===== src/sv/tsg_pkg.sv =====
package tsg_pkg;
  localparam int SCREEN_WIDTH  = 320;
  localparam int SCREEN_HEIGHT = 240;

  localparam logic [1:0] EV_PRESS    = 2'd0;
  localparam logic [1:0] EV_PRESSING = 2'd1;
  localparam logic [1:0] EV_RELEASE  = 2'd2;

  localparam logic [2:0] DIR_NONE  = 3'd0;
  localparam logic [2:0] DIR_UP    = 3'd1;
  localparam logic [2:0] DIR_DOWN  = 3'd2;
  localparam logic [2:0] DIR_LEFT  = 3'd3;
  localparam logic [2:0] DIR_RIGHT = 3'd4;

  localparam logic [2:0] CFG_EDGE_X  = 3'd0;
  localparam logic [2:0] CFG_EDGE_Y  = 3'd1;
  localparam logic [2:0] CFG_MOVE_X  = 3'd2;
  localparam logic [2:0] CFG_MOVE_Y  = 3'd3;
  localparam logic [2:0] CFG_SLOPE   = 3'd4;
  localparam logic [2:0] CFG_SHORT   = 3'd5;
  localparam logic [2:0] CFG_SLOW    = 3'd6;

  localparam logic [2:0] ST_IDLE  = 3'd0;
  localparam logic [2:0] ST_SQRT  = 3'd1;
  localparam logic [2:0] ST_DIV   = 3'd2;
  localparam logic [2:0] ST_SLOPE = 3'd3;
  localparam logic [2:0] ST_FIN   = 3'd4;
  localparam logic [2:0] ST_OUT   = 3'd5;
endpackage


===== src/sv/touch_swipe_gesture_recognizer.sv =====
// Touch swipe gesture recognizer.
// Input channel: in_valid/in_stall with touched, pos_x, pos_y, now_ms. One
// beat is one panel sample. Output channel: out_valid/out_stall with one
// result beat per sample that is touched or ends an active gesture; an idle
// untouched sample yields no beat.
// Config: cfg_we, cfg_index, cfg_data; write only while idle.
// A press beat goes through ST_OUT only. A sample with no movement goes
// through ST_FIN and ST_OUT. A moving sample first runs ST_SQRT, a bit-serial
// square root (2 radicand bits per root digit), then ST_DIV, a restoring
// divide (one quotient bit per step), then ST_SLOPE, a shift-add slope
// multiply and the direction pick, and then ST_FIN and ST_OUT.
// One sample at a time: in_stall stays high from acceptance until the result
// beat is taken. When the receiver stalls, the result beat holds.
// Reset (rst_n low, synchronous) clears the gesture and loads the register
// defaults; no beat is pending after reset.
module touch_swipe_gesture_recognizer
  import tsg_pkg::*;
(
  input  logic        clk,
  input  logic        rst_n,
  input  logic        in_valid,
  output logic        in_stall,
  input  logic        in_touched,
  input  logic [9:0]  in_pos_x,
  input  logic [9:0]  in_pos_y,
  input  logic [31:0] in_now_ms,
  output logic        out_valid,
  input  logic        out_stall,
  output logic [1:0]  out_event_kind,
  output logic [9:0]  out_start_x,
  output logic [9:0]  out_start_y,
  output logic [9:0]  out_stop_x,
  output logic [9:0]  out_stop_y,
  output logic [3:0]  out_start_area,
  output logic [3:0]  out_stop_area,
  output logic [2:0]  out_direction,
  output logic [31:0] out_duration_ms,
  output logic [14:0] out_distance_px,
  output logic [15:0] out_speed,
  output logic [1:0]  out_qualifiers,
  input  logic        cfg_we,
  input  logic [2:0]  cfg_index,
  input  logic [15:0] cfg_data
);
  logic [10:0] ewx_r, ewy_r, mmx_r, mmy_r;
  logic [15:0] slope_r, short_r, slowl_r;

  logic        active_r;
  logic [31:0] begin_r;
  logic [9:0]  fx_r, fy_r, lx_r, ly_r;
  logic [3:0]  fa_r, la_r;
  logic [2:0]  hdir_r;
  logic [14:0] hdist_r;
  logic [15:0] hspd_r;
  logic        hslow_r;

  logic [2:0]  st_r;
  logic        touch_r;
  logic [31:0] dur_r;
  logic [10:0] dx_r, dy_r;
  logic [9:0]  adx_r, ady_r;
  logic [29:0] rad_r;
  logic [15:0] root_r;
  logic [15:0] rem_r;
  logic [4:0]  cnt_r;
  logic [32:0] drem_r;
  logic [18:0] dq_r;
  logic [18:0] dn_r;
  logic [25:0] prod_r;
  logic [15:0] mq_r;

  logic [1:0]  o_kind_r;
  logic [2:0]  o_dir_r;
  logic [31:0] o_dur_r;
  logic [14:0] o_dist_r;
  logic [15:0] o_spd_r;
  logic [1:0]  o_q_r;
  logic        ov_r;

  function automatic logic [3:0] edge_mask(logic [9:0] x, logic [9:0] y,
                                           logic [10:0] ewx, logic [10:0] ewy);
    logic signed [12:0] hy, wx;
    logic [3:0] m;
    hy = 13'(SCREEN_HEIGHT) - $signed({3'b0, y});
    wx = 13'(SCREEN_WIDTH) - $signed({3'b0, x});
    m[0] = {1'b0, y} < ewy;
    m[1] = hy < $signed({2'b0, ewy});
    m[2] = {1'b0, x} < ewx;
    m[3] = wx < $signed({2'b0, ewx});
    return m;
  endfunction

  logic [18:0] trial;
  logic [32:0] dtrial;
  logic [14:0] dist_fin;
  logic [15:0] spd_fin;
  assign trial  = {1'b0, rem_r, rad_r[29:28]} - {2'b0, root_r[14:0], 2'b01};
  assign dtrial = {drem_r[31:0], dn_r[18]} - {1'b0, dur_r};
  assign dist_fin = root_r[14:0];

  assign in_stall  = (st_r != ST_IDLE) || ov_r;
  assign out_valid = ov_r;
  assign out_event_kind  = o_kind_r;
  assign out_start_x     = fx_r;
  assign out_start_y     = fy_r;
  assign out_stop_x      = lx_r;
  assign out_stop_y      = ly_r;
  assign out_start_area  = fa_r;
  assign out_stop_area   = la_r;
  assign out_direction   = o_dir_r;
  assign out_duration_ms = o_dur_r;
  assign out_distance_px = o_dist_r;
  assign out_speed       = o_spd_r;
  assign out_qualifiers  = o_q_r;

  logic [2:0] dir_new;
  logic       vert;
  always_comb begin
    vert = (dx_r == '0) || ({ady_r, 8'h00} > prod_r[17:0]) || (prod_r[25:18] != '0 && 1'b0);
    dir_new = hdir_r;
    if (vert) begin
      if ($signed(dy_r) > $signed({1'b0, mmy_r[9:0]}) && mmy_r[10] == 1'b0) dir_new = DIR_DOWN;
      else if ($signed(dy_r) < -$signed({1'b0, mmy_r[9:0]}) && mmy_r[10] == 1'b0)
        dir_new = DIR_UP;
    end else begin
      if ($signed(dx_r) > $signed({1'b0, mmx_r[9:0]}) && mmx_r[10] == 1'b0) dir_new = DIR_RIGHT;
      else if ($signed(dx_r) < -$signed({1'b0, mmx_r[9:0]}) && mmx_r[10] == 1'b0)
        dir_new = DIR_LEFT;
    end
    spd_fin = (dq_r[18:16] != '0) ? 16'hFFFF : dq_r[15:0];
    if (dur_r == '0) spd_fin = 16'hFFFF;
  end

  always_ff @(posedge clk) begin
    if (!rst_n) begin
      ewx_r <= 11'd32; ewy_r <= 11'd24; mmx_r <= 11'd53; mmy_r <= 11'd40;
      slope_r <= 16'd256; short_r <= 16'd220; slowl_r <= 16'd154;
      active_r <= 1'b0; begin_r <= '0; fx_r <= '0; fy_r <= '0; lx_r <= '0; ly_r <= '0;
      fa_r <= '0; la_r <= '0; hdir_r <= DIR_NONE; hdist_r <= '0; hspd_r <= '0;
      hslow_r <= 1'b0; st_r <= ST_IDLE; ov_r <= 1'b0;
    end else begin
      if (cfg_we) begin
        case (cfg_index)
          CFG_EDGE_X: ewx_r   <= cfg_data[10:0];
          CFG_EDGE_Y: ewy_r   <= cfg_data[10:0];
          CFG_MOVE_X: mmx_r   <= cfg_data[10:0];
          CFG_MOVE_Y: mmy_r   <= cfg_data[10:0];
          CFG_SLOPE:  slope_r <= cfg_data;
          CFG_SHORT:  short_r <= cfg_data;
          CFG_SLOW:   slowl_r <= cfg_data;
          default: ;
        endcase
      end
      if (ov_r && !out_stall) begin
        ov_r <= 1'b0;
        if (o_kind_r == EV_RELEASE) begin
          active_r <= 1'b0; begin_r <= '0; fx_r <= '0; fy_r <= '0; lx_r <= '0;
          ly_r <= '0; fa_r <= '0; la_r <= '0; hdir_r <= DIR_NONE; hdist_r <= '0;
          hspd_r <= '0; hslow_r <= 1'b0;
        end
      end
      case (st_r)
        ST_IDLE: begin
          if (in_valid && !in_stall) begin
            touch_r <= in_touched;
            if (in_touched) begin
              lx_r <= in_pos_x; ly_r <= in_pos_y;
              la_r <= edge_mask(in_pos_x, in_pos_y, ewx_r, ewy_r);
            end
            if (!active_r && in_touched) begin
              active_r <= 1'b1; begin_r <= in_now_ms; fx_r <= in_pos_x; fy_r <= in_pos_y;
              fa_r <= edge_mask(in_pos_x, in_pos_y, ewx_r, ewy_r);
              hdir_r <= DIR_NONE; hdist_r <= '0; hspd_r <= '0; hslow_r <= 1'b0;
              o_kind_r <= EV_PRESS; o_dir_r <= DIR_NONE; o_dur_r <= '0;
              o_dist_r <= '0; o_spd_r <= '0; o_q_r <= '0;
              st_r <= ST_OUT;
            end else if (active_r) begin
              dur_r <= in_now_ms - begin_r;
              st_r <= ST_FIN;
              cnt_r <= 5'd0;
              if (in_touched) begin
                dx_r <= {1'b0, in_pos_x} - {1'b0, fx_r};
                dy_r <= {1'b0, in_pos_y} - {1'b0, fy_r};
                if (in_pos_x != fx_r || in_pos_y != fy_r) st_r <= ST_SQRT;
              end else begin
                dx_r <= {1'b0, lx_r} - {1'b0, fx_r};
                dy_r <= {1'b0, ly_r} - {1'b0, fy_r};
                if (lx_r != fx_r || ly_r != fy_r) st_r <= ST_SQRT;
              end
              adx_r <= '0; ady_r <= '0; rad_r <= '0; root_r <= '0; rem_r <= '0;
            end
          end
        end
        ST_SQRT: begin
          // first step builds |dx|,|dy|; next two steps form the square terms; then 15 root digits
          cnt_r <= cnt_r + 5'd1;
          if (cnt_r == 5'd0) begin
            adx_r <= dx_r[10] ? 10'(-dx_r) : dx_r[9:0];
            ady_r <= dy_r[10] ? 10'(-dy_r) : dy_r[9:0];
          end else if (cnt_r == 5'd1) begin
            rad_r <= {10'(0), 20'(adx_r * adx_r)};
          end else if (cnt_r == 5'd2) begin
            rad_r <= {1'b0, (21'(rad_r[19:0]) + 21'(ady_r * ady_r)), 8'h00};
          end else begin
            if (!trial[18]) begin
              rem_r  <= trial[15:0];
              root_r <= {root_r[14:0], 1'b1};
            end else begin
              rem_r  <= {rem_r[13:0], rad_r[29:28]};
              root_r <= {root_r[14:0], 1'b0};
            end
            rad_r <= {rad_r[27:0], 2'b00};
            if (cnt_r == 5'd17) begin
              st_r <= ST_DIV;
              cnt_r <= 5'd0;
            end
          end
        end
        ST_DIV: begin
          if (cnt_r == 5'd0) begin
            hdist_r <= dist_fin;
            dn_r <= {dist_fin, 4'h0};
            drem_r <= '0; dq_r <= '0;
            cnt_r <= 5'd1;
          end else begin
            if (!dtrial[32]) begin
              drem_r <= dtrial; dq_r <= {dq_r[17:0], 1'b1};
            end else begin
              drem_r <= {drem_r[31:0], dn_r[18]}; dq_r <= {dq_r[17:0], 1'b0};
            end
            dn_r <= {dn_r[17:0], 1'b0};
            cnt_r <= cnt_r + 5'd1;
            if (cnt_r == 5'd19) begin
              st_r <= ST_SLOPE; cnt_r <= 5'd0; prod_r <= '0; mq_r <= slope_r;
            end
          end
        end
        ST_SLOPE: begin
          if (cnt_r == 5'd0) begin
            hspd_r  <= spd_fin;
            hslow_r <= spd_fin < slowl_r;
          end
          if (cnt_r < 5'd16) begin
            prod_r <= {prod_r[24:0], 1'b0} + (mq_r[15] ? 26'(adx_r) : 26'd0);
            mq_r <= {mq_r[14:0], 1'b0};
            cnt_r <= cnt_r + 5'd1;
          end else begin
            if (prod_r[25:18] == '0) hdir_r <= dir_new;
            else if (!((dx_r == '0))) begin
              if ($signed(dx_r) > $signed({1'b0, mmx_r[9:0]}) && !mmx_r[10])
                hdir_r <= DIR_RIGHT;
              else if ($signed(dx_r) < -$signed({1'b0, mmx_r[9:0]}) && !mmx_r[10])
                hdir_r <= DIR_LEFT;
            end else hdir_r <= dir_new;
            st_r <= ST_FIN;
          end
        end
        ST_FIN: begin
          o_kind_r <= touch_r ? EV_PRESSING : EV_RELEASE;
          o_dir_r  <= hdir_r; o_dur_r <= dur_r; o_dist_r <= hdist_r; o_spd_r <= hspd_r;
          o_q_r    <= {hslow_r, (dur_r < {16'h0, short_r})};
          st_r <= ST_OUT;
        end
        ST_OUT: begin
          ov_r <= 1'b1;
          st_r <= ST_IDLE;
        end
        default: st_r <= ST_IDLE;
      endcase
    end
  end
endmodule


===== config.mk =====
export PLATFORM = sky130hd
export DESIGN_NAME = touch_swipe_gesture_recognizer
export DESIGN_NICKNAME = d
export VERILOG_FILES = /design/src/sv/tsg_pkg.sv /design/src/sv/touch_swipe_gesture_recognizer.sv
export SDC_FILE = /design/constraint.sdc
export NUM_CORES = 2
export LEC_CHECK = 0
export BUFFER_PORTS_ARGS = -buffer_cell sky130_fd_sc_hd__buf_4
export CAP_MARGIN = 20
export CORE_MARGIN = 2
export CORE_UTILIZATION = 67
export DETAILED_ROUTE_END_ITERATION = 12
export PLACE_DENSITY = 0.89
export SYNTH_ARGS = -nofsm -noshare
export SYNTH_HDL_FRONTEND = slang
export SYNTH_SLANG_ARGS = --single-unit

===== constraint.sdc =====
create_clock -name clk -period 13.9 [get_ports clk]
set_input_delay 4.17 -clock clk [delete_from_list [all_inputs] [get_ports clk]]
set_output_delay 4.17 -clock clk [all_outputs]
set_load 0.02 [all_outputs]

# Yosys cells after proc, flatten, opt, wreduce, memory -nomap -nowiden
# Index checks and enable logic that the tools add are counted.
word_totals:
  input_bits: 77
  ramBits: 0
  ff_bits: 535
  latchBits: 0
  n_memories: 0
  romBits: 0
  word_cells: 319
classes:
  addsub: 16
  n_lt_le_gt_ge: 12
  n_mul: 2
  div: 0
  n_reduce_logical: 47
  n_mux: 162
  bitwise: 3
  shift: 0
  eq_ne: 34
op_table:
  columns: ["cell", "count"]
  rows:
  - ["$mux 16", 19]
  - ["$mux 10", 28]
  - ["$mux 32", 8]
  - ["$mux 30", 6]
  - ["$mux 15", 10]
  - ["$pmux 16 s2", 4]
  - ["$pmux 15 s2", 3]
  - ["$mux 3", 29]
  - ["$mux 26", 3]
  - ["$pmux 32 s2", 1]
  - ["$pmux 30 s2", 1]
  - ["$pmux 26 s2", 1]
  - ["$mux 5", 10]
  - ["$sub 10x10->11", 4]
  - ["$mul 10x10->20", 2]
  - ["$mux 4", 10]
  - ["$ne 10x10->1", 4]
  - ["$pmux 10 s2", 2]
  - ["$sub 33x32->33", 1]
  - ["$logic_not 32->1", 1]
  - ["$lt 32x16->1", 1]
  - ["$sub 32x32->32", 1]
  - ["$add 26x10->26", 1]
  - ["$ne 2x2->1 const B", 13]
  - ["49 further kinds", 113]

# Depth between registers and ports, before layout
logic_depth:
  ltp_word: 10
  mapped_depth: 23
  mapped_depth_nobuf: 22

# Worst setup path before layout
# No wires, ideal clock.
synth_timing:
  path_type: "input to register"
  startpoint: "in rst_n"
  endpoint: "reg rem_r[0], enable pin"
  path_buffers: 1
  arrival_ns: 7.795
  setup_ns: 0.390
  stages: 4
  path_slack_ns: 5.716
  path_cell_list: "clkbuf_1 -> nand2b_1 -> a211oi_1 -> o21a_1"
synth_between:
  elab_chain_cells: 1
synth_rtl:
  columns: ["item", "line", "rtl"]
  rows:
  - ["start, declared", "touch_swipe_gesture_recognizer.sv:20", "input logic rst_n,"]
  - ["$reduce_and 8->1 (no line)", null, null]
  - ["end signal, assigned", "touch_swipe_gesture_recognizer.sv:206", "rem_r <= trial[15:0];"]
  - ["end signal, assigned", "touch_swipe_gesture_recognizer.sv:209", "rem_r <= {rem_r[13:0], rad_r[29:28]};"]
  - ["end, declared", "touch_swipe_gesture_recognizer.sv:64", "logic [15:0] rem_r;"]
# Every way passes these cells.
# A chain may end at the register's enable or synchronous reset.

# Final worst setup path
layout_timing:
  startpoint: "in in_now_ms[0]"
  endpoint: "reg dur_r[30] (data pin)"
layout_between:
  elab_chain_cells: 1
layout_rtl:
  columns: ["item", "line", "rtl"]
  rows:
  - ["start, declared", "touch_swipe_gesture_recognizer.sv:26", "input logic [31:0] in_now_ms,"]
  - ["$sub 32x32->32", "touch_swipe_gesture_recognizer.sv:178", "dur_r <= in_now_ms - begin_r;"]
  - ["end signal, assigned", "touch_swipe_gesture_recognizer.sv:178", null]
  - ["end, declared", "touch_swipe_gesture_recognizer.sv:59", "logic [31:0] dur_r;"]
# Every way passes these cells.

==> metrics.md <==
| Metric | Value |
|---|---|
| Req. time, crit path | `14.27 ns` |
| Initial antenna violation count | `0` |
| DRT Wirelength | `91770 um` |
| Type of origin of the critical path | `input pin` |
| CTS Buf Count | `56` |
| Number of synthesized flops with an enable pin | `318` |
| CP Data Arrival Time | `7.30 ns` |
| Period Utilization, post-route | `49.86%` |
| Total gr overflow | `0` |
| CTS Hold Buffers Added | `0` |
| Vias/cell | `6.077` |
| Placed insts | `4788` |
| DRT iter0 DRCs | `2789` |
| H-tree Lvls | `2` |
| Ys Warns | `0` |
| Drt first pass iters | `6` |
| Worst path top cell family by delay | `compound AO/OA/AOI/OAI gates` |
| Fin Hold WS | `0.4541 ns` |
| Share of the synthesized area in the top cell type | `26.20%` |
| Resized cells post-CTS | `0` |
| CP most frequent cell | `a211oi_2` |
| Detailed placement HPWL | `64790 um` |
| CTS tree | `done` |
| Port bufs | `196` |
| Filler cells | `3626` |
| Core area | `53810 sq um` |
| LEAKAGE | `17.39 nW` |
| Later-pin clock latency in the skew report | `0.63 ns` |
| Clock Tree Buf Depth | `3` |
| Power per cell area | `114.0 nW/um^2` |
| Placed cell area | `38500 sq um` |
| Fin. max-slew vios | `0` |
| HP Class | `reg2reg` |
| Syn_area_per_cell | `9.062 sq um` |
| Initial Util | `67.73%` |
| Root Driver | `clkbuf_16` |
| Most frequent cells in the layout | `nand2_1, inv_1, ha_1` |
| Register area | `13790 sq um` |
| Main synth FF type | `edfxtp_1` |
| CTS clk-pin slew, worst paths | `0.06 ns` |
| Setup TNS | `0 ns` |
| Pre-CTS WS | `6.567 ns` |
| Synthesized instance count | `4022` |
| Multi-input gate area | `20430 sq um` |
| Area grow syn2layout | `11.11%` |
| Critical path, cell by cell | `buf_4 > inv_1 > ha_1 > fa_1 > nor2b_1 > o31a_1 > a211oi_2 > o311ai_1 > a211oi_2 > o21ai_2 > a2111oi_4 > o21bai_1 > a211oi_1 > xnor2_1` |
| Post-synthesis register bit count | `530` |
| Detail Route Antenna Nets | `0` |
| Layout Cells excl Fill | `4896` |
| WS Path Type | `in2reg` |
| Endpoints failing hold | `0` |
| Largest net degree at the start of global routing | `83` |
| TritonCTS Sinks | `530` |
| Worst Setup End Kind | `flop` |
| Synth cell types | `80` |
| Synth area leaders | `edfxtp_1, ha_1, dfxtp_1, fa_1, nand2_1` |
| Syn_nets | `4572` |
| Layout Nets | `4702` |
| Largest area contributor in the netlist | `edfxtp_1` |
| Tot GR Track Use | `32.52%` |
| Worst vdd rail ir drop | `0.1127 mV` |
| Crit path time final | `6.930 ns` |
| Row Count | `85` |
| Sequential area share after synthesis | `37.85%` |
| Post-CTS Setup Repair Bufs | `0` |
| Max-Cap Viols | `0` |
| Commonest non-fill, non-tap cell in the layout | `nand2_1` |
| Worst Path Max Fanout | `4` |
| Final setup margin | `6.970 ns` |
| Unrepaired setup endpoints after global routing | `false` |
| Antenna Cells | `0` |
| Layout cell share with drive strength beyond 1 | `9.167%` |
| CP Buf/Inv Count | `2` |
| Mapped Area | `36450 sq um` |
| Vias in the first global route | `29612` |
| Residual DRC count | `0` |
| Synth async-reset ratio | `0%` |
| Total number of vias | `29751` |
| Die Span Y | `237.2 um` |
| Fmax | `144.3 MHz` |
| Design Area, Final | `40490 sq um` |
| Setup violations, final | `0` |
| Worst slew pin tran | `1.089 ns` |
| Slowest-stage cell, CP | `a211oi_1` |
| Final Skew | `0.01862 ns` |
| Final Wtd Congestion | `0.9308` |
| Global-route wire length before repair | `148600 um` |
| Routed len/inst | `18.74 um` |
| I/O pin cnt | `197` |
| Largest stage delay on the critical path | `0.42 ns` |
| Worst rel slew slack | `26.95%` |
| Die Wd | `237.2 um` |
| Die ar. | `56280 sq um` |
| Status | `finished, final reports clean` |
==> area by class of cell <==
class	instances	area share, %
Multi-Input combinational cell	2878	50.45
Sequential cell	530	34.06
Clock buffer	85	4.366
Inverter	461	4.279
Timing Repair Buffer	225	4.261
Tap cell	696	2.151
Clock inverter	21	0.4326
==> stage by stage <==
| step | total power, mW | util (%) |
|---|---|---|
| 3_3_place_gp | 3.012 | 71.53 |
| 3_5_place_dp | 3.055 | 71.55 |
| 5_1_grt | 4.833 | 75.25 |
| 2_1_floorplan | 2.738 | - |
| 4_1_cts | 4.610 | 75.16 |
| 6_report | 4.616 | 75.25 |
==> state kept, by name, indices dropped and copies added, names as in the netlist, 19 cells and up <==
register	flops
dur_r	32
prod_r	26
out_duration_ms	32
drem_r	32
begin_r	32
rad_r	29
dq_r	19
==> Yosys cell counts, types with 121 or more instances <==
| cell type | count |
|---|---|
| fa_1 | 121 |
| nand2_1 | 507 |
| edfxtp_1 | 318 |
| nand3_1 | 133 |
| dfxtp_1 | 212 |
| nor2_1 | 310 |
| ha_1 | 352 |
| clkbuf_1 | 133 |
| inv_1 | 461 |
| a21oi_1 | 313 |
| o21ai_0 | 149 |
| xnor2_1 | 122 |
==> path summary, 6_finish.rpt <==
path	start	depth (start not counted)	end	slack, ns
max	in_now_ms[0]	14	dur_r[30]	6.97
min	slope_r[4]	2	slope_r[4]	0.45
max reg2reg	ady_r[5]	20	rad_r[28]	7.51
min reg2reg	slope_r[4]	2	slope_r[4]	0.45
==> routing by layer <==
metal | global-route usage (%) | vias up | part of all wire [%] | wire [um]
met2 | 54.48 | 1271 | 47 | 43430
met4 | 15.09 | 0 | 4.4 | 4003
met1 | 41.02 | 14186 | 40 | 36490
met5 | 0 | - | 0 | 0
li1 | - | 14028 | - | -
met3 | 5.992 | 266 | 8.6 | 7851
==> kinds of logic (layout without fill, tap and decap cells) <==
family / count (synthesis) / in the layout / share of synthesized area, %
compound gates: 820 / 820 / 14.21
fa+ha+maj: 473 / 473 / 18.73
flops: 530 / 530 / 37.85
xor+xnor: 191 / 191 / 4.590
buf+inv: 614 / 792 / 6.368
mux: 45 / 45 / 1.250
simple gates: 1347 / 1347 / 16.99
other cells: 2 / 2 / 0.02061
==> worst reg2reg max path, cell delays in order (launching register included) <==
cell	delay [ns]
edfxtp_1	0.79
inv_1	0.18
nor2_1	0.23
fa_1	0.49
fa_1	0.55
inv_1	0.05
fa_1	0.53
inv_1	0.05
fa_1	0.55
inv_1	0.06
fa_1	0.54
inv_1	0.04
ha_1	0.36
and3_1	0.19
a21oi_1	0.11
o21ai_1	0.13
o41a_1	0.36
a41o_1	0.28
o41ai_1	0.32
xnor2_1	0.19
a21oi_1	0.09
==> power breakdown <==
part | switching, mW | leakage (nW) | internal (mW) | total, mW
logic | 0.750 | 11.8 | 0.507 | 1.26
clock network | 0.659 | 0.967 | 0.901 | 1.56
registers | 0.0515 | 4.67 | 1.75 | 1.80
total | 1.46 | 17.4 | 3.16 | 4.62
(Power assumes the default switching activity.)
